**src/hw/rtl/ssb_ram.sv**
```systemverilog
// Generic simple dual-port RAM: one write port, one registered read port.
module ssb_ram #(
    parameter int WIDTH = 8,
    parameter int DEPTH = 64
) (
    input  logic                     i_clk,
    input  logic                     i_we,
    input  logic [$clog2(DEPTH)-1:0] i_waddr,
    input  logic [WIDTH-1:0]         i_wdata,
    input  logic                     i_re,
    input  logic [$clog2(DEPTH)-1:0] i_raddr,
    output logic [WIDTH-1:0]         o_rdata
);
    logic [WIDTH-1:0] r_mem [DEPTH];
    logic [WIDTH-1:0] r_rdata;

    always_ff @(posedge i_clk) begin
        if (i_we) begin
            r_mem[i_waddr] <= i_wdata;
        end
        if (i_re) begin
            r_rdata <= r_mem[i_raddr];
        end
    end

    assign o_rdata = r_rdata;
endmodule

```
**config.mk**
```make
export PLATFORM = sky130hd
export DESIGN_NAME = ssb_ram
export DESIGN_NICKNAME = d
export VERILOG_FILES = /design/src/hw/rtl/ssb_ram.sv
export SDC_FILE = /design/constraint.sdc
export NUM_CORES = 1
export LEC_CHECK = 0
export ABC_AREA = 1
export BUFFER_PORTS_ARGS = -buffer_cell sky130_fd_sc_hd__buf_2
export CAP_MARGIN = 25
export CORE_MARGIN = 4
export CORE_UTILIZATION = 55
export DETAILED_ROUTE_END_ITERATION = 7
export GPL_TIMING_DRIVEN = 0
export PLACE_DENSITY_LB_ADDON = 0.2
export SLEW_MARGIN = 20
export SYNTH_ARGS = -nofsm -noshare
export SYNTH_HDL_FRONTEND = slang
export SYNTH_SLANG_ARGS = --single-unit
```
**constraint.sdc**
```tcl
create_clock -name i_clk -period 2.5 [get_ports i_clk]
set_input_delay 0.5 -clock i_clk [delete_from_list [all_inputs] [get_ports i_clk]]
set_output_delay 0.5 -clock i_clk [all_outputs]
set_load 0.01 [all_outputs]
```
==> results of run 1 <==
[synth_stat cells]
| cell | instances |
|---|---|
| nand4_1 | 9 |
| buf_1 | 10 |
| buf_2 | 37 |
| nor4_1 | 8 |
| clkbuf_1 | 15 |
| inv_6 | 1 |
| inv_1 | 10 |
| nor2_1 | 56 |
| inv_2 | 1 |
| buf_6 | 35 |
| buf_8 | 2 |
| nand2_1 | 648 |
| buf_4 | 14 |
| nand3_1 | 439 |
| edfxtp_1 | 520 |
[power breakdown]
| group | leakage (nW) | internal (W) | switching (W) | total, W |
|---|---|---|---|---|
| Sequential | 4.69 | 0.00967 | 0.0000157 | 0.00969 |
| Combinational | 3.18 | 0.000328 | 0.000952 | 0.00128 |
| Clock | 0.755 | 0.00405 | 0.00317 | 0.00722 |
[critical path, cell delays in order]
cell      delay, ns
clkbuf_1       0.23
inv_1          0.33
nand4_1        0.61
nor2_1         1.06
[cell type report]
class	count	area, sq um
timing repair buffer	30	180
buffer	113	808
clock inverter	26	161
fill	3047	14700
inverter	12	50.0
sequential	520	15600
multi-input combinational	1160	5010
clock buffer	66	1380
tap	518	648
[per-stage QoR]
step	TNS, ns	worst slack [ns]	area (sq um)	std cells	utilization
after global placement	-92.82	-0.726	22200	2345	0.575
after detailed placement	-132.92	-0.565	22300	2353	0.578
after global routing	-1.20	-0.0674	23800	2445	0.618
final	-0.331	-0.0357	23800	2445	0.618
after CTS	0	0.0449	23800	2445	0.618
after floorplan	0	0.234	21400	1805	-
[sequential cells by signal, indices dropped and copies added (netlist names)]
name     count
r_mem      512
o_rdata      8
[worst max-delay path by stage]
stage	endpoint	slack, ns	start
6_report	r_mem[24][5]	-0.04	i_waddr[0]
5_1_grt	r_mem[18][6]	-0.07	i_waddr[0]
4_1_cts	r_mem[26][5]	0.04	i_waddr[0]
3_5_place_dp	r_mem[26][5]	-0.56	i_waddr[0]
3_3_place_gp	r_mem[54][0]	-0.73	i_waddr[3]
2_1_floorplan	r_mem[48][0]	0.23	i_we
[kinds of logic after synthesis]
group | after synthesis | share of synthesized area
simple gates | 1160 | 0.231
flops | 520 | 0.729
buf+inv | 125 | 0.0401
[per-layer routing]
metal | vias to the layer above | GRT usage
li1 | 6525 | -
met1 | 7127 | 0.423
met2 | 884 | 0.441
met3 | 148 | 0.0567
met4 | 2 | 0.102
met5 | - | 0
==> flow_metrics.py, run 1 <==
metrics = {
    "grt": {
        "grt_usage": 0.290,
        "grt_pass1_vias": 13700,
        "overflow": 0,
        "grt_first_pass_wirelength_mm": 88.7,
        "grt_max_degree": 65,
        "antenna_found_initial": 1,
    },
    "cells_and_area": {
        "layout_common_cells": "648 x nand2_1, 520 x edfxtp_1, 439 x nand3_1, 55 x buf_2, 53 x clkbuf_16",
        "area_delta_synth_final_pct": 11.3,
        "final_common_cell": "nand2_1",
        "fin_nets": 1911,
        "drive_gt1_frac": 0.102,
        "n_antenna_cell": 0,
    },
    "timing": {
        "rsz0062_at_grt": "true",
        "hold_violations": 0,
        "slew_headroom": 0.272,
        "worstMarginPinSlew_ns": 1.09,
        "fin_crit_sh": 1.01,
        "slew_viol_final": 0,
        "setup_ws_ns": -0.0357,
        "holdWs_ns": 0.301,
        "clock_skew_ns": 0.0124,
        "period_minus_slack_ns": 2.54,
        "setup_violations": 16,
        "max_freq_ghz": 0.394,
    },
    "detailed_routing": {
        "wirelength_mm": 60.1,
        "antenna_left": 0,
        "route.met2.wl_mm": 26.8,
        "top_layer": "met5",
        "drt-vias-per-instance": 6.01,
        "wl_met1_mm": 24.5,
        "drt-pass1-iter-count": 6,
        "via_count": 14700,
        "dr_wl_met3_mm": 6.46,
        "drc": 0,
        "wl_per_cell_um": 24.6,
        "drtIter0Drc": 1967,
    },
    "setup_path": {
        "startpoint_type": "primary input",
        "end_kind": "flip-flop",
        "crit_type": "in2reg",
        "worst-path-max-fanout": 9,
        "ff2ff_setup_slack_ns": 0.90,
        "reg2reg_to": "o_rdata[2]",
        "reg2reg_from": "r_mem[37][2]",
        "required_ns": 2.71,
        "ff2ff_path_depth": 8,
        "cp.arrival_ns": 2.74,
    },
    "status": {
        "violations": "negative setup slack",
        "status": "finished with violations",
    },
    "pwr": {
        "vdd_drop_max_mv": 0.606,
        "leakage_nw": 8.63,
        "fin_total_pwr_w": 0.0182,
        "power_density_nw_per_um2": 763,
    },
    "floorplan": {
        "core-area_sq_um": 38600,
        "start_util": 0.556,
        "die_w_um": 205,
        "rows": 72,
        "dieArea_sq_um": 42200,
        "ios": 31,
        "die_y_um": 205,
    },
    "clock_tree": {
        "cts.reportedPaths.clkPinSlew_ns": 0.06,
        "h-tree-depth": 2,
        "clock_tree.root_cell": "clkbuf_16",
        "insertion_delay_ns": 0.59,
        "cts_buffers": 51,
        "cts_hold_buf": 0,
        "cts.sinks": 520,
        "cts.repair.resized": 0,
        "clockBufferDepth": 3,
        "post-cts-setup-buffers": 0,
        "cts_tree": "built",
    },
    "synth": {
        "syn_area_sq_um": 21400,
        "ys_seq_elements": 520,
        "avgSynthCellArea_sq_um": 11.9,
        "synth.top_cell.area_share": 0.729,
        "yosysUniqueCellTypes": 15,
        "synth_cells": 1805,
        "syn_nets": 1828,
        "synth-seq-area-share": 0.729,
        "synth_warnings": 0,
        "synth.largest_area_cell": "edfxtp_1",
        "synthTopCellsByArea": "edfxtp_1 73%, nand2_1 11%, nand3_1 10%",
    },
    "flow_run": {
        "drv_cap": 0,
    },
    "place": {
        "io_buffers": 22,
        "routabilityCongestion": 0.969,
        "dp.final_hpwl_mm": 39.4,
    },
    "hold_path": {
        "min-delay-start": "i_re",
        "min_path_type": "in2reg",
        "hold-path-endpoint": "o_rdata[2]",
        "holdPathStages": 1,
    },
}
Power figures use the tool's default switching activity.
==> run 2: changes to the inputs <==
--- a/config.mk
+++ b/config.mk
@@ -13,6 +13,7 @@
 export DETAILED_ROUTE_END_ITERATION = 7
 export GPL_TIMING_DRIVEN = 0
 export PLACE_DENSITY_LB_ADDON = 0.2
+export REMOVE_ABC_BUFFERS = 1
 export SLEW_MARGIN = 20
 export SYNTH_ARGS = -nofsm -noshare
 export SYNTH_HDL_FRONTEND = slang
==> flow_metrics.py, run 2 (synthesis results as in run 1) <==
metrics = {
    "pwr": {
        "leakage_nw": 8.33,
        "fin_total_pwr_w": 0.0184,
        "vdd_drop_max_mv": 0.459,
        "power_density_nw_per_um2": 784,
    },
    "setup_path": {
        "crit_chain": "buf_2 -> inv_1 -> nand4_1 -> nor2_1",
        "slowest_delay_ns": 0.93,
        "reg2reg_from": "r_mem[51][5]",
        "critPathBufInv": 2,
        "reg2reg_to": "o_rdata[5]",
        "ff2ff_path_depth": 8,
        "cp.arrival_ns": 2.65,
        "required_ns": 2.69,
        "cp_slowest_cell": "nor2_1",
        "cp_top_family": "simple AND/OR/NAND/NOR gates",
        "end_kind": "flip-flop",
        "cp-startpoint": "i_waddr[0]",
        "startpoint_type": "primary input",
        "crit_type": "in2reg",
        "ff2ff_setup_slack_ns": 0.92,
        "worst-path-max-fanout": 9,
    },
    "timing": {
        "clock_skew_ns": 0.0140,
        "hold_violations": 0,
        "slew_headroom": 0.388,
        "rsz0062_at_grt": "true",
        "setup_tns_ns": 0,
        "fin_crit_sh": 0.985,
        "worstMarginPinSlew_ns": 0.915,
        "slew_viol_final": 0,
        "holdWs_ns": 0.257,
        "setup_ws_ns": 0.0383,
        "setup_violations": 0,
        "period_minus_slack_ns": 2.46,
        "max_freq_ghz": 0.406,
    },
    "floorplan": {
        "dieArea_sq_um": 42200,
        "core-area_sq_um": 38600,
        "die_y_um": 205,
        "ios": 31,
        "rows": 72,
        "start_util": 0.556,
        "die_w_um": 205,
    },
    "clock_tree": {
        "cts.repair.resized": 0,
        "cts_buffers": 51,
        "post-cts-setup-buffers": 0,
        "cts.sinks": 520,
        "clockBufferDepth": 3,
        "insertion_delay_ns": 0.57,
        "cts_hold_buf": 0,
        "cts_tree": "built",
        "cts.reportedPaths.clkPinSlew_ns": 0.06,
        "h-tree-depth": 2,
        "clock_tree.root_cell": "clkbuf_16",
    },
    "cells_and_area": {
        "regArea_sq_um": 15600,
        "multi_input_area_sq_um": 5000,
        "layout_common_cells": "648 x nand2_1, 520 x edfxtp_1, 439 x nand3_1, 55 x nor2_1, 53 x clkbuf_16",
        "largest_reg_flops": 512,
        "area_delta_synth_final_pct": 9.32,
        "fillers": 3029,
        "regMostFlops": "r_mem",
        "drive_gt1_frac": 0.0700,
        "fin_area_sq_um": 23400,
        "final_common_cell": "nand2_1",
        "fin_nets": 1813,
    },
    "grt": {
        "grt_max_degree": 154,
        "grt_pass1_vias": 12400,
        "grt_usage": 0.232,
        "antenna_found_initial": 3,
        "overflow": 0,
        "grt_first_pass_wirelength_mm": 73.9,
    },
    "place": {
        "io_buffers": 30,
        "dp.final_hpwl_mm": 26.7,
        "pre_cts_ws_ns": -0.575,
        "placed_area_sq_um": 21700,
        "routabilityCongestion": 0.919,
    },
    "detailed_routing": {
        "wl_per_cell_um": 20.9,
        "drc": 0,
        "drt-vias-per-instance": 5.70,
        "antenna_left": 0,
        "via_count": 13400,
        "drtIter0Drc": 1345,
        "wirelength_mm": 49.1,
        "drt-pass1-iter-count": 6,
    },
    "flow_run": {
        "drv_cap": 0,
    },
    "status": {
        "status": "complete, no violations",
    },
    "hold_path": {
        "min-delay-start": "i_re",
        "holdPathStages": 1,
        "hold-path-endpoint": "o_rdata[2]",
        "min_path_type": "in2reg",
    },
}
## run 2: worst register-to-register path: stages (launching register included)
cell and delay [ns]:
edfxtp_1 0.35, nand2_1 0.08, nand3_1 0.09, nand3_1 0.15, nand2_1 0.12, nand2_1 0.07
nand3_1 0.18, nand3_1 0.18, nand2_1 0.10
## run 2: power by group
part	internal [W]	switching (W)	total, W	leakage (nW)
logic	0.000266	0.000824	0.00109	2.84
clock network	0.00447	0.00311	0.00758	0.805
registers	0.00967	0.0000147	0.00968	4.69
## run 2: through the flow
stage | instances | util
2_1_floorplan | 1692 | -
3_3_place_gp | 2240 | 0.555
3_5_place_dp | 2255 | 0.564
4_1_cts | 2347 | 0.607
5_1_grt | 2347 | 0.607
6_report | 2349 | 0.607
## run 2: area by class of cell
class,instances,area share
antenna,2,0.000214
timing repair buffer,45,0.0181
clock inverter,30,0.0125
multi-input combinational,1160,0.213
tap,518,0.0277
sequential,520,0.667
clock buffer,62,0.0581
inverter,12,0.00310
## run 2: routing by layer
| metal | share of wire | wire, um | vias up | GRT usage |
|---|---|---|---|---|
| met5 | 0.00012 | 6 | - | 0 |
| met4 | 0.024 | 1170 | 2 | 0.0691 |
| met3 | 0.069 | 3370 | 81 | 0.0355 |
| met2 | 0.48 | 23800 | 494 | 0.370 |
| met1 | 0.42 | 20800 | 6488 | 0.335 |
| li1 | - | - | 6328 | - |
## run 2: worst max-delay path by stage
stage                               to  slack [ns]  cells past startpoint
after floorplan             o_rdata[7]       -0.66                      8
after global placement      o_rdata[6]       -5.79                     10
after detailed placement    o_rdata[1]       -0.58                     11
after CTS                   o_rdata[1]        0.03                     11
after global routing      r_mem[12][3]       -0.02                      4
final                     r_mem[12][6]        0.04                      4
==> run 3: changes to the inputs <==
--- a/config.mk
+++ b/config.mk
@@ -12,7 +12,7 @@
 export CORE_UTILIZATION = 55
 export DETAILED_ROUTE_END_ITERATION = 7
 export GPL_TIMING_DRIVEN = 0
-export PLACE_DENSITY_LB_ADDON = 0.2
+export PLACE_DENSITY = 0.74
 export REMOVE_ABC_BUFFERS = 1
 export SLEW_MARGIN = 20
 export SYNTH_ARGS = -nofsm -noshare
==> flow_metrics.py, run 3 (synthesis results as in run 1) <==
metrics = {
    "cells_and_area": {
        "fin_nets": 1812,
        "drive_gt1_frac": 0.0641,
        "largest_reg_flops": 512,
        "layout_common_cells": "648 x nand2_1, 520 x edfxtp_1, 439 x nand3_1, 56 x nor2_1, 49 x clkbuf_16",
        "regMostFlops": "r_mem",
        "n_antenna_cell": 0,
        "area_delta_synth_final_pct": 8.44,
        "final_common_cell": "nand2_1",
    },
    "status": {
        "status": "complete, no violations",
    },
    "timing": {
        "fin_crit_sh": 0.993,
        "max_freq_ghz": 0.403,
        "clock_skew_ns": 0.00994,
        "slew_headroom": 0.384,
        "hold_violations": 0,
        "period_minus_slack_ns": 2.48,
        "rsz0062_at_grt": "false",
        "setup_violations": 0,
        "setup_tns_ns": 0,
        "slew_viol_final": 0,
        "worstMarginPinSlew_ns": 0.921,
        "setup_ws_ns": 0.0171,
    },
    "setup_path": {
        "reg2reg_from": "r_mem[26][6]",
        "ff2ff_setup_slack_ns": 0.88,
        "reg2reg_to": "o_rdata[6]",
        "crit_type": "in2reg",
        "cp.arrival_ns": 2.75,
        "required_ns": 2.77,
        "cp-startpoint": "i_raddr[1]",
        "startpoint_type": "primary input",
        "ff2ff_path_depth": 8,
        "worst-path-max-fanout": 91,
        "end_kind": "flip-flop",
    },
    "hold_path": {
        "hold-path-endpoint": "o_rdata[4]",
        "holdPathStages": 1,
        "min_path_type": "in2reg",
        "min-delay-start": "i_re",
    },
    "pwr": {
        "p_comb_frac": 0.062,
        "leakage_nw": 8.25,
        "power_density_nw_per_um2": 761,
        "switching_share": 0.218,
        "p_seq_frac": 0.548,
        "internal_power_w": 0.0138,
        "vdd_drop_max_mv": 0.602,
        "clkPwrFrac": 0.390,
        "p_sw_w": 0.00385,
    },
    "place": {
        "pre_cts_ws_ns": -0.586,
        "routabilityCongestion": 0.828,
        "io_buffers": 30,
        "dp.final_hpwl_mm": 26.7,
    },
    "clock_tree": {
        "h-tree-depth": 2,
        "cts_buffers": 49,
        "cts.sinks": 520,
        "clock_tree.root_cell": "clkbuf_16",
        "cts.reportedPaths.clkPinSlew_ns": 0.06,
        "cts_tree": "built",
        "cts_hold_buf": 0,
        "clockBufferDepth": 3,
        "insertion_delay_ns": 0.56,
        "post-cts-setup-buffers": 0,
    },
    "floorplan": {
        "ios": 31,
        "core-area_sq_um": 38600,
        "rows": 72,
        "dieArea_sq_um": 42200,
        "die_y_um": 205,
        "start_util": 0.556,
        "die_w_um": 205,
    },
    "grt": {
        "grt_usage": 0.235,
        "grt_first_pass_wirelength_mm": 76.3,
        "antenna_found_initial": 1,
        "grt_pass1_vias": 13500,
        "overflow": 0,
        "grt_max_degree": 164,
    },
    "detailed_routing": {
        "wirelength_mm": 49.2,
        "antenna_left": 0,
        "drtIter0Drc": 1614,
        "wl_per_cell_um": 21.0,
        "via_count": 13800,
        "drt-pass1-iter-count": 5,
        "drc": 0,
        "drt-vias-per-instance": 5.87,
    },
    "flow_run": {
        "drv_cap": 0,
    },
}
==> run 3: cell types whose count changed in the layout (fill, tap and decap cells not counted), moves of 2 or more <==
cell        delta
clkbuf_1       +5
clkbuf_16      -4
bufinv_16      -3
buf_2          +2
buf_4          -2
clkinvlp_4     -2
diode_2        -2
==> run 3: final cells by class <==
cell class | count | area, sq um
flip-flops and latches | 520 | 15600
repair buffers | 46 | 442
clock inverters | 23 | 175
clock buffers | 63 | 1280
well taps | 518 | 648
fillers | 3020 | 15300
multi-input cells | 1160 | 5000
inverters | 12 | 72.6
==> run 3: per-stage QoR <==
step	instance area [sq um]	utilization	std cells	power, W	hold WS (ns)
CTS	23200	0.602	2342	0.0177	0.299
finish	23200	0.602	2342	0.0177	0.323
floorplan	20600	-	1692	0.0104	0.599
global placement	21400	0.555	2240	0.0109	0.877
detailed placement	21800	0.565	2256	0.0109	0.887
global route	23200	0.602	2342	0.0182	0.315
==> run 3: power by group through the flow <==
stage,sequential [W],clock (W),combinational [W]
floorplan,0.00987,0,0.000487
global placement,0.00988,0,0.00106
detailed placement,0.00987,0,0.00107
CTS,0.00969,0.00697,0.00108
global route,0.00969,0.00735,0.00120
finish,0.00969,0.00691,0.00109
==> run 3: how the worst max path moves through the flow <==
stage,slack [ns],to
floorplan,-0.66,o_rdata[7]
global placement,-5.63,o_rdata[0]
detailed placement,-0.59,o_rdata[0]
CTS,0.006,o_rdata[0]
global route,0.001,r_mem[44][1]
finish,0.02,o_rdata[1]
==> run 3: layer usage <==
metal,global-route usage,routed length (um),vias up
li1,-,-,6319
met1,0.329,19600,6629
met2,0.378,23400,678
met3,0.0397,4500,125
met4,0.0844,1650,2
met5,0,7,-
==> run 3: timing repair <==
item	CTS	global route
setup endpoints to repair	0	8
hold endpoints to repair	0	0
gates resized for setup	0	3
==> run 3: critical path: stages <==
cell and delay [ns]:
buf_6 0.19, buf_16 0.26, inv_12 0.37, buf_16 0.35, nand3_1 0.17, nand3_1 0.12, nand2_1 0.10, nand2_1 0.07
nand3_1 0.10, nand3_1 0.18, nand2_1 0.16
